===== src/rtl/dad_pkg.sv =====
// ----------------------------------------------------------------------------
// dad_pkg: shared types and constants for the date adder
// Microcode word layout, the control program, and the calendar constants.
// ----------------------------------------------------------------------------
package dad_pkg;

  localparam logic [13:0] MAX_YEAR    = 14'd9999;
  localparam logic [13:0] CYCLE_YEARS = 14'd400;
  localparam logic [13:0] LAST_MOD400 = 14'd399;
  localparam logic [17:0] CYCLE_DAYS  = 18'd146097;
  localparam logic [3:0]  MONTH_JAN   = 4'd1;
  localparam logic [3:0]  MONTH_DEC   = 4'd12;
  localparam logic [4:0]  DAY_LAST    = 5'd31;

  typedef enum logic [2:0] {
    OP_LOAD,
    OP_MOD,
    OP_CYC,
    OP_MON,
    OP_EMIT
  } op_t;

  typedef logic [2:0] step_t;

  typedef struct packed {
    op_t   op;
    step_t next;
  } uword_t;

  localparam step_t ST_LOAD = 3'd0;
  localparam step_t ST_MOD  = 3'd1;
  localparam step_t ST_CYC  = 3'd2;
  localparam step_t ST_MON  = 3'd3;
  localparam step_t ST_EMIT = 3'd4;

  // Control program: each step holds until its done condition, then jumps.
  function automatic uword_t ucode(step_t pc);
    uword_t w;
    unique case (pc)
      ST_LOAD: w = '{op: OP_LOAD, next: ST_MOD};
      ST_MOD:  w = '{op: OP_MOD,  next: ST_CYC};
      ST_CYC:  w = '{op: OP_CYC,  next: ST_MON};
      ST_MON:  w = '{op: OP_MON,  next: ST_EMIT};
      ST_EMIT: w = '{op: OP_EMIT, next: ST_LOAD};
      default: w = '{op: OP_LOAD, next: ST_LOAD};
    endcase
    return w;
  endfunction

  function automatic logic [4:0] month_days(logic [3:0] m, logic leap);
    logic [4:0] n;
    case (m) inside
      4'd2:                   n = leap ? 5'd29 : 5'd28;
      4'd4, 4'd6, 4'd9, 4'd11: n = 5'd30;
      default:                n = 5'd31;
    endcase
    return n;
  endfunction

endpackage


===== src/rtl/dad_month_len.sv =====
// ----------------------------------------------------------------------------
// dad_month_len: length of the current month
// Leap test from the year's low bits and its remainder modulo 400.
// ----------------------------------------------------------------------------
module dad_month_len
  import dad_pkg::*;
(
  input  logic [1:0] year_lo,
  input  logic [8:0] year_mod400,
  input  logic [3:0] month,
  output logic [4:0] days
);

  logic century;
  logic leap;

  assign century = (year_mod400 == 9'd100) || (year_mod400 == 9'd200) ||
                   (year_mod400 == 9'd300);
  assign leap    = (year_lo == 2'd0) && !century;
  assign days    = month_days(month, leap);

endmodule


===== src/rtl/date_add_days.sv =====
// ----------------------------------------------------------------------------
// date_add_days: add a day count to a Gregorian date
// Steps: one load, modulo-400 steps on the year, skips of whole 400-year
// cycles, month steps at one month per cycle, and one emit.
// One word in flight; the next is taken once the result is registered.
// Synchronous active-high reset returns the sequencer to the load step.
// ----------------------------------------------------------------------------
module date_add_days
  import dad_pkg::*;
#(
  parameter int ADD_WIDTH = 16
) (
  input  logic                 clk,
  input  logic                 rst,
  input  logic                 start_valid,
  output logic                 start_stall,
  input  logic [13:0]          start_year,
  input  logic [3:0]           start_month,
  input  logic [4:0]           start_day,
  input  logic [ADD_WIDTH-1:0] days_to_add,
  output logic                 result_valid,
  input  logic                 result_stall,
  output logic [13:0]          result_year,
  output logic [3:0]           result_month,
  output logic [4:0]           result_day,
  output logic                 year_overflow
);

  localparam int DW = (ADD_WIDTH + 1 > 18) ? ADD_WIDTH + 1 : 18;

  step_t         pc;
  uword_t        uw;
  logic [13:0]   year;
  logic [3:0]    month;
  logic [DW-1:0] day;
  logic [13:0]   mod400;
  logic          ovf;

  logic [13:0]   year_norm;
  logic [3:0]    month_norm;
  logic [4:0]    day_norm;
  logic [4:0]    dim;
  logic [13:0]   year_cyc;
  logic [13:0]   year_inc;
  logic          mod_done;
  logic          cyc_done;
  logic          mon_done;
  logic          out_free;

  assign uw = ucode(pc);

  assign year_norm  = (start_year == 14'd0) ? 14'd1 : start_year;
  assign month_norm = (start_month == 4'd0) ? MONTH_JAN :
                      (start_month > MONTH_DEC) ? MONTH_DEC : start_month;
  assign day_norm   = (start_day == 5'd0) ? 5'd1 : start_day;

  dad_month_len u_mlen (
    .year_lo     (year[1:0]),
    .year_mod400 (mod400[8:0]),
    .month       (month),
    .days        (dim)
  );

  assign year_cyc = year + CYCLE_YEARS;
  assign year_inc = year + 14'd1;
  assign mod_done = (mod400 < CYCLE_YEARS);
  assign cyc_done = ovf || (day <= DW'(CYCLE_DAYS));
  assign mon_done = ovf || (day <= DW'(dim));
  assign out_free = !result_valid || !result_stall;

  assign start_stall = (uw.op != OP_LOAD);

  always_ff @(posedge clk) begin
    if (rst) begin
      pc           <= ST_LOAD;
      result_valid <= 1'b0;
    end else begin
      if (result_valid && !result_stall && (uw.op != OP_EMIT)) begin
        result_valid <= 1'b0;
      end
      unique case (uw.op)
        OP_LOAD: begin
          if (start_valid) begin
            year   <= year_norm;
            month  <= month_norm;
            day    <= DW'(day_norm) + DW'(days_to_add);
            mod400 <= year_norm;
            ovf    <= (year_norm > MAX_YEAR);
            pc     <= uw.next;
          end
        end
        OP_MOD: begin
          if (mod_done) begin
            pc <= uw.next;
          end else begin
            mod400 <= mod400 - CYCLE_YEARS;
          end
        end
        OP_CYC: begin
          if (cyc_done) begin
            pc <= uw.next;
          end else begin
            day  <= day - DW'(CYCLE_DAYS);
            year <= year_cyc;
            ovf  <= (year_cyc > MAX_YEAR);
          end
        end
        OP_MON: begin
          if (mon_done) begin
            pc <= uw.next;
          end else begin
            day <= day - DW'(dim);
            if (month == MONTH_DEC) begin
              month  <= MONTH_JAN;
              year   <= year_inc;
              ovf    <= (year_inc > MAX_YEAR);
              mod400 <= (mod400 == LAST_MOD400) ? 14'd0 : mod400 + 14'd1;
            end else begin
              month <= month + 4'd1;
            end
          end
        end
        OP_EMIT: begin
          if (out_free) begin
            result_valid  <= 1'b1;
            result_year   <= ovf ? MAX_YEAR  : year;
            result_month  <= ovf ? MONTH_DEC : month;
            result_day    <= ovf ? DAY_LAST  : day[4:0];
            year_overflow <= ovf;
            pc            <= uw.next;
          end
        end
        default: begin
          pc <= ST_LOAD;
        end
      endcase
    end
  end

endmodule

===== config.mk =====
export PLATFORM = sky130hd
export DESIGN_NAME = date_add_days
export DESIGN_NICKNAME = d
export VERILOG_FILES = /design/src/rtl/dad_pkg.sv /design/src/rtl/dad_month_len.sv /design/src/rtl/date_add_days.sv
export SDC_FILE = /design/constraint.sdc
export NUM_CORES = 1
export LEC_CHECK = 0
export ABC_AREA = 1
export BUFFER_PORTS_ARGS = -buffer_cell sky130_fd_sc_hd__buf_4
export CORE_ASPECT_RATIO = 1.75
export CORE_UTILIZATION = 60
export CTS_BUF_LIST = sky130_fd_sc_hd__clkbuf_2
export DETAILED_ROUTE_END_ITERATION = 6
export HOLD_SLACK_MARGIN = 0.02
export PLACE_DENSITY = 0.81
export SYNTH_ARGS = -nofsm -noshare
export SYNTH_HDL_FRONTEND = slang
export SYNTH_SLANG_ARGS = --single-unit

===== constraint.sdc =====
create_clock -name clk -period 10 [get_ports clk]
set_input_delay 2 -clock clk [delete_from_list [all_inputs] [get_ports clk]]
set_output_delay 2 -clock clk [all_outputs]
set_load 0.02 [all_outputs]

==> impl_metrics.json, run 1 <==
{
  "coreArea_um2": 9910,
  "grt-ovfl-total": 0,
  "dieArea_um2": 10700,
  "rr_startpoint": "mod400[4]",
  "final_cell_mix": "187 x nand2_1, 97 x inv_1, 94 x nand3_1, 83 x nor2_1, 75 x edfxtp_1",
  "hpwl_um": 13700,
  "syn_area_um2": 6180,
  "wirelength_um": 17600,
  "antenna_left": 0,
  "pwr-share-comb": 0.506,
  "switchingPower_uw": 834,
  "die_h_um": 136,
  "crit_path_start": "mod400[4]",
  "min_period_over_period": 0.428,
  "pre_cts_slack_ns": 5.58,
  "hold_start": "result_valid",
  "ys_seq_area_frac": 0.378,
  "hold_depth": 2,
  "critPathKind": "reg2reg",
  "cts_resized": 0,
  "dr.pass1.iters": 5,
  "tns_ns": 0,
  "swShare": 0.495,
  "drc": 0,
  "clkTransAtPathRegs_ns": 0.24,
  "rsz0062_at_grt": "no",
  "timing.final.ws_setup_ns": 5.72,
  "routed_via_density": 6.05,
  "drv_cap": 0,
  "rows": 48,
  "period_needed_ns": 4.28,
  "drv_slew": 0,
  "holdWs_ns": 0.591,
  "grt_pass1_wl_um": 27500,
  "final_common_cell": "nand2_1",
  "ys_async_sr_fraction": 0,
  "track_usage": 0.338,
  "drive_above_1_share": 0.163,
  "synth_edf_count": 75,
  "worst_pin_slew_ns": 1.25,
  "port_buffers": 68,
  "required_ns": 10.21,
  "p_clk_frac": 0.106,
  "hold_violations": 0,
  "cell_internal_pwr_uw": 853,
  "relSlewSlack": 0.169,
  "routed-via-count": 6198,
  "cts_hold_buf": 0,
  "reg2reg_depth": 18,
  "routedWlPerCell_um": 17.2,
  "drt_iter0_markers": 567,
  "power.density_nw_per_um2": 245,
  "nNetsFinal": 962,
  "fillerInstances": 835,
  "area_growth_pct": 11.3,
  "crit_arrival_ns": 4.49,
  "worstHoldPathType": "reg2reg",
  "die_w_um": 78.7,
  "clock-skew-final_ns": 0.0287,
  "p_leak_uw": 0.00303,
  "synth-warning-count": 0,
  "cts_root_buf": "clkbuf_2",
  "ir_worst_vdd_mv": 0.147,
  "ioPinCount": 69,
  "worst_setup_path_end_kind": "flip-flop",
  "p_total_uw": 1690,
  "h-tree-depth": 3,
  "cts_sinks": 79,
  "start_kind": "flip-flop",
  "cts_setup_buffers": 0,
  "clock_latency_ns": 0.57,
  "worstPathMaxFanout": 10,
  "start_util": 0.623,
  "max_freq_mhz": 234,
  "cts_made_buffers": 9,
  "ys_ff_latch": 79,
  "postSynthAreaPerCell_um2": 7.43,
  "pwr-share-seq": 0.388,
  "ys_types": 48,
  "status": "finished, final reports clean",
  "cts_tree": "built",
  "grt_max_degree": 29,
  "clock_path_buffers": 2,
  "grt_pass1_vias": 5808,
  "yosys_most_used_dff": "edfxtp_1",
  "globalplace.congestion": 0.988,
  "setup_viol": 0,
  "syn-num-nets": 900,
  "antenna_found_initial": 2,
  "post_synth_inst_count": 831
}
## sequential cells by signal, summed over array words and instances (netlist names), 3 cells and up
| signal | count |
|---|---|
| year | 14 |
| result_day | 5 |
| pc | 3 |
| result_year | 14 |
| result_month | 4 |
| day | 18 |
| mod400 | 14 |
| month | 4 |
## kinds of logic (layout without fill, tap and decap cells)
group | Yosys count | in the layout | share of synthesized area
compound gates | 123 | 123 | 0.120
xor+xnor | 21 | 21 | 0.0298
fa+ha+maj | 26 | 26 | 0.0551
buf+inv | 132 | 198 | 0.0841
flops | 79 | 79 | 0.378
other cells | 0 | 2 | 0
simple gates | 450 | 450 | 0.334
## layout make-up
| type | instances | area [um^2] | area share |
|---|---|---|---|
| clock buffer | 9 | 45.0 | 0.00655 |
| tap | 125 | 156 | 0.0227 |
| sequential | 79 | 2330 | 0.339 |
| inverter | 114 | 430 | 0.0626 |
| timing repair buffer | 69 | 518 | 0.0753 |
| multi-input combinational | 620 | 3330 | 0.484 |
| antenna | 2 | 5.00 | 0.000728 |
| clock inverter | 6 | 62.6 | 0.00910 |
## Yosys cell counts, types with 2 or more instances
cell type  instances  share of area
dfxtp_1            4          0.013
a21oi_1           31          0.025
buf_2              8         0.0065
o21bai_1           2         0.0024
nor2_2            14          0.014
nor3_1            15          0.012
o22ai_1            8         0.0081
a31oi_1            6         0.0061
buf_4              3         0.0036
fa_1               2         0.0065
nand4_1           15          0.015
o311ai_0           3         0.0043
inv_2             14         0.0085
xor2_1            18          0.026
a22oi_1            2         0.0024
xnor2_1            3         0.0043
ha_1              24          0.049
nor2_1            84          0.051
inv_1             97          0.059
nand3_2            7          0.011
nor2_4             2         0.0036
nand2_2           12          0.012
o21ai_1            8         0.0065
edfxtp_1          75           0.36
clkinv_2           2         0.0016
nor4_1             5         0.0051
nand2_1          187           0.11
o21ai_0           37          0.030
o221ai_1           9          0.013
nand3b_1           5         0.0061
clkbuf_1           7         0.0043
o211ai_1           8         0.0097
nand3_1           94          0.076
a21oi_2            2         0.0028
or2_2              4         0.0041
or2_1              2         0.0020
## power groups by stage
stage	Sequential (uW)	Combinational, uW	Clock, uW
after floorplan	622	624	0
after global placement	652	811	0
after detailed placement	658	834	0
after CTS	651	841	177
after global routing	665	945	185
final	654	854	178
## per-stage QoR
step	util	cell area [um^2]	std cells
finish	0.694	6880	1024
global route	0.694	6880	1023
CTS	0.694	6870	1022
detailed placement	0.683	6770	1007
global placement	0.683	6770	1007
floorplan	-	6180	831
## routing by layer
metal / vias up / GRT usage / wire length [um]
li1: 2946 / - / -
met1: 2851 / 0.383 / 6410
met2: 321 / 0.583 / 8770
met3: 80 / 0.0389 / 1280
met4: 0 / 0.239 / 1160
met5: - / 0 / 0
## worst paths after layout
check,to,slack [ns]
max,mod400[9],5.72
min,result_valid,0.59
max reg2reg,mod400[9],5.72
min reg2reg,result_valid,0.59
## worst max-delay path: stages, from the launching register on
cell,delay [ns]
edfxtp_1,0.49
inv_1,0.19
ha_1,0.20
nand2_1,0.05
o311ai_0,0.30
nand3_1,0.16
nand2_1,0.17
a21oi_1,0.12
ha_1,0.22
fa_1,0.38
inv_1,0.09
nand2_1,0.10
nor2_4,0.18
nor2_2,0.08
nand3_2,0.07
nand3_1,0.06
nand2_1,0.15
nand4_2,0.14
nor2_1,0.75
(Power assumes the default switching activity.)
==> inputs of run 2 (changes only) <==
--- a/config.mk
+++ b/config.mk
@@ -5,14 +5,14 @@
 export SDC_FILE = /design/constraint.sdc
 export NUM_CORES = 1
 export LEC_CHECK = 0
-export ABC_AREA = 1
+export ABC_AREA = 0
 export BUFFER_PORTS_ARGS = -buffer_cell sky130_fd_sc_hd__buf_4
 export CORE_ASPECT_RATIO = 1.75
 export CORE_UTILIZATION = 60
 export CTS_BUF_LIST = sky130_fd_sc_hd__clkbuf_2
 export DETAILED_ROUTE_END_ITERATION = 6
 export HOLD_SLACK_MARGIN = 0.02
-export PLACE_DENSITY = 0.81
+export PLACE_DENSITY = 0.82
 export SYNTH_ARGS = -nofsm -noshare
 export SYNTH_HDL_FRONTEND = slang
 export SYNTH_SLANG_ARGS = --single-unit
==> constraint.sdc (replaced) <==
create_clock -name clk -period 4.5 [get_ports clk]
set_input_delay 0.9 -clock clk [delete_from_list [all_inputs] [get_ports clk]]
set_output_delay 0.9 -clock clk [all_outputs]
set_load 0.02 [all_outputs]
==> impl_metrics.json, run 2 <==
{
  "rsz0062_at_grt": "no",
  "min_period_over_period": 0.881,
  "ys_ff_latch": 79,
  "drc": 0,
  "grt_pass1_wl_um": 25600,
  "antenna_left": 0,
  "postSynthAreaPerCell_um2": 8.98,
  "relSlewSlack": 0.431,
  "cts_tree": "built",
  "ys_top_cells_by_area": "edfxtp_1 38%, ha_1 5.0%, nand2_1 4.5%, o21ai_0 3.7%, nor2_1 3.3%",
  "syn_area_um2": 5970,
  "synth_top_area_share": 0.377,
  "holdWs_ns": 0.506,
  "die_w_um": 77.4,
  "p_leak_uw": 0.00248,
  "cts_hold_buf": 0,
  "power.density_nw_per_um2": 468,
  "setup_viol": 0,
  "clock_latency_ns": 0.59,
  "max_freq_mhz": 252,
  "wirelength_um": 15800,
  "ys_types": 70,
  "synth-warning-count": 0,
  "drt_iter0_markers": 581,
  "start_kind": "flip-flop",
  "ir_worst_vdd_mv": 0.269,
  "ioPinCount": 69,
  "worstHoldPathType": "in2reg",
  "coreArea_um2": 9590,
  "start_util": 0.623,
  "drv_cap": 0,
  "synth_top_cell_by_area": "edfxtp_1",
  "required_ns": 4.79,
  "critPathKind": "reg2reg",
  "worst_pin_slew_ns": 0.850,
  "cts_sinks": 79,
  "cts_resized": 0,
  "h-tree-depth": 3,
  "drive_above_1_share": 0.175,
  "clkTransAtPathRegs_ns": 0.22,
  "ys_seq_area_frac": 0.391,
  "rows": 47,
  "track_usage": 0.316,
  "routed-via-count": 5547,
  "yosys_most_used_dff": "edfxtp_1",
  "cts_made_buffers": 9,
  "drv_slew": 0,
  "status": "finished, final reports clean",
  "tns_ns": 0,
  "routed_via_density": 6.63,
  "largest_register_ffs": 18,
  "area_growth_pct": 12.0,
  "routedWlPerCell_um": 18.9,
  "yosysMostFrequentCell": "edfxtp_1",
  "clock-skew-final_ns": 0.0190,
  "cts_root_buf": "clkbuf_2",
  "nNetsFinal": 779,
  "final_common_cell": "buf_4",
  "clock_path_buffers": 2,
  "globalplace.congestion": 0.922,
  "syn-num-nets": 734,
  "cts_setup_buffers": 0,
  "crit_arrival_ns": 4.25,
  "period_needed_ns": 3.96,
  "worstPathMaxFanout": 18,
  "die_h_um": 134,
  "hpwl_um": 11800,
  "synth_edf_count": 75,
  "top_register": "day",
  "final_cell_mix": "79 x buf_4, 75 x edfxtp_1, 71 x nand2_1, 52 x nor2_1, 44 x o21ai_0",
  "antenna_found_initial": 1,
  "hold_violations": 0,
  "post_synth_inst_count": 665,
  "dieArea_um2": 10400,
  "grt_max_degree": 25,
  "worst_setup_path_end_kind": "flip-flop",
  "grt-ovfl-total": 0,
  "grt_pass1_vias": 5496,
  "ys_async_sr_fraction": 0,
  "port_buffers": 68,
  "dr.pass1.iters": 6,
  "synthTopCellsByCount": "75 x edfxtp_1, 71 x nand2_1, 53 x nor2_1, 44 x o21ai_0, 36 x clkbuf_1"
}
run 2: changes by cell type in the layout (fill, tap and decap cells not counted), moves of 11 or more:
cell	delta
nand2_2	-12
nor2_2	-14
inv_2	-13
xnor2_1	+17
and3_1	+11
nand3_1	-68
nand2_1	-116
inv_1	-70
nor2b_1	+11
nor2_1	-31
run 2: routing by layer:
layer	vias up	track usage	share of wire	routed length [um]
li1	2576	-	-	-
met1	2660	0.340	0.36	5760
met2	255	0.577	0.53	8470
met3	56	0.0422	0.055	873
met4	0	0.188	0.046	733
met5	-	0	0	0
run 2: logic make-up (layout without fill, tap and decap cells):
kind of cell	after synthesis	after routing	synth area share
AND/OR/NAND/NOR	254	254	0.216
AO/OA/AOI/OAI	186	186	0.218
flip-flops	79	79	0.391
buffers and inverters	73	122	0.0480
XOR/XNOR	42	42	0.0616
adder cells (fa/ha/maj)	26	26	0.0570
multiplexers	5	5	0.00964
other	0	1	0
run 2: cell type report:
cell class,instances,area [um^2]
fillers,765,2900
multi-input cells,513,3370
diodes,1,2.50
clock buffers,9,45.0
well taps,122,153
inverters,28,105
repair buffers,79,593
flip-flops and latches,79,2330
clock inverters,6,86.3
run 2: through the flow:
stage | std cells | util | setup WS [ns] | instance area (um^2) | power, uW
4_1_cts | 836 | 0.697 | 0.583 | 6690 | 3100
6_report | 837 | 0.698 | 0.536 | 6690 | 3130
2_1_floorplan | 665 | - | 0.542 | 5980 | 2290
5_1_grt | 837 | 0.698 | 0.228 | 6690 | 3320
3_3_place_gp | 821 | 0.684 | 0.687 | 6550 | 2620
3_5_place_dp | 821 | 0.684 | 0.629 | 6550 | 2670
run 2: power breakdown:
part / switching, uW / leakage (uW) / total, uW / internal (uW)
combinational: 759 / 0.00168 / 1320 / 557
clock: 266 / 0.0000677 / 443 / 178
sequential: 315 / 0.000725 / 1370 / 1060
run 2: final timing paths:
kind / from / endpoint / slack [ns] / depth (start not counted)
max reg2reg: mod400[4] / day[1] / 0.54 / 16
max: mod400[4] / day[1] / 0.54 / 16
min reg2reg: result_valid / result_valid / 0.58 / 2
min: rst / pc[2] / 0.51 / 2
run 2: critical path: stages, from the launching register on:
cell      delay, ns
edfxtp_1       0.51
inv_1          0.16
ha_1           0.16
nand3b_1       0.09
o21ai_0        0.16
a31o_2         0.19
nand2_1        0.07
a311oi_1       0.26
a21oi_1        0.12
ha_1           0.24
fa_1           0.45
a211oi_1       0.30
o41ai_2        0.15
o21ai_0        0.23
nor2_1         0.08
a211oi_2       0.21
buf_4          0.30
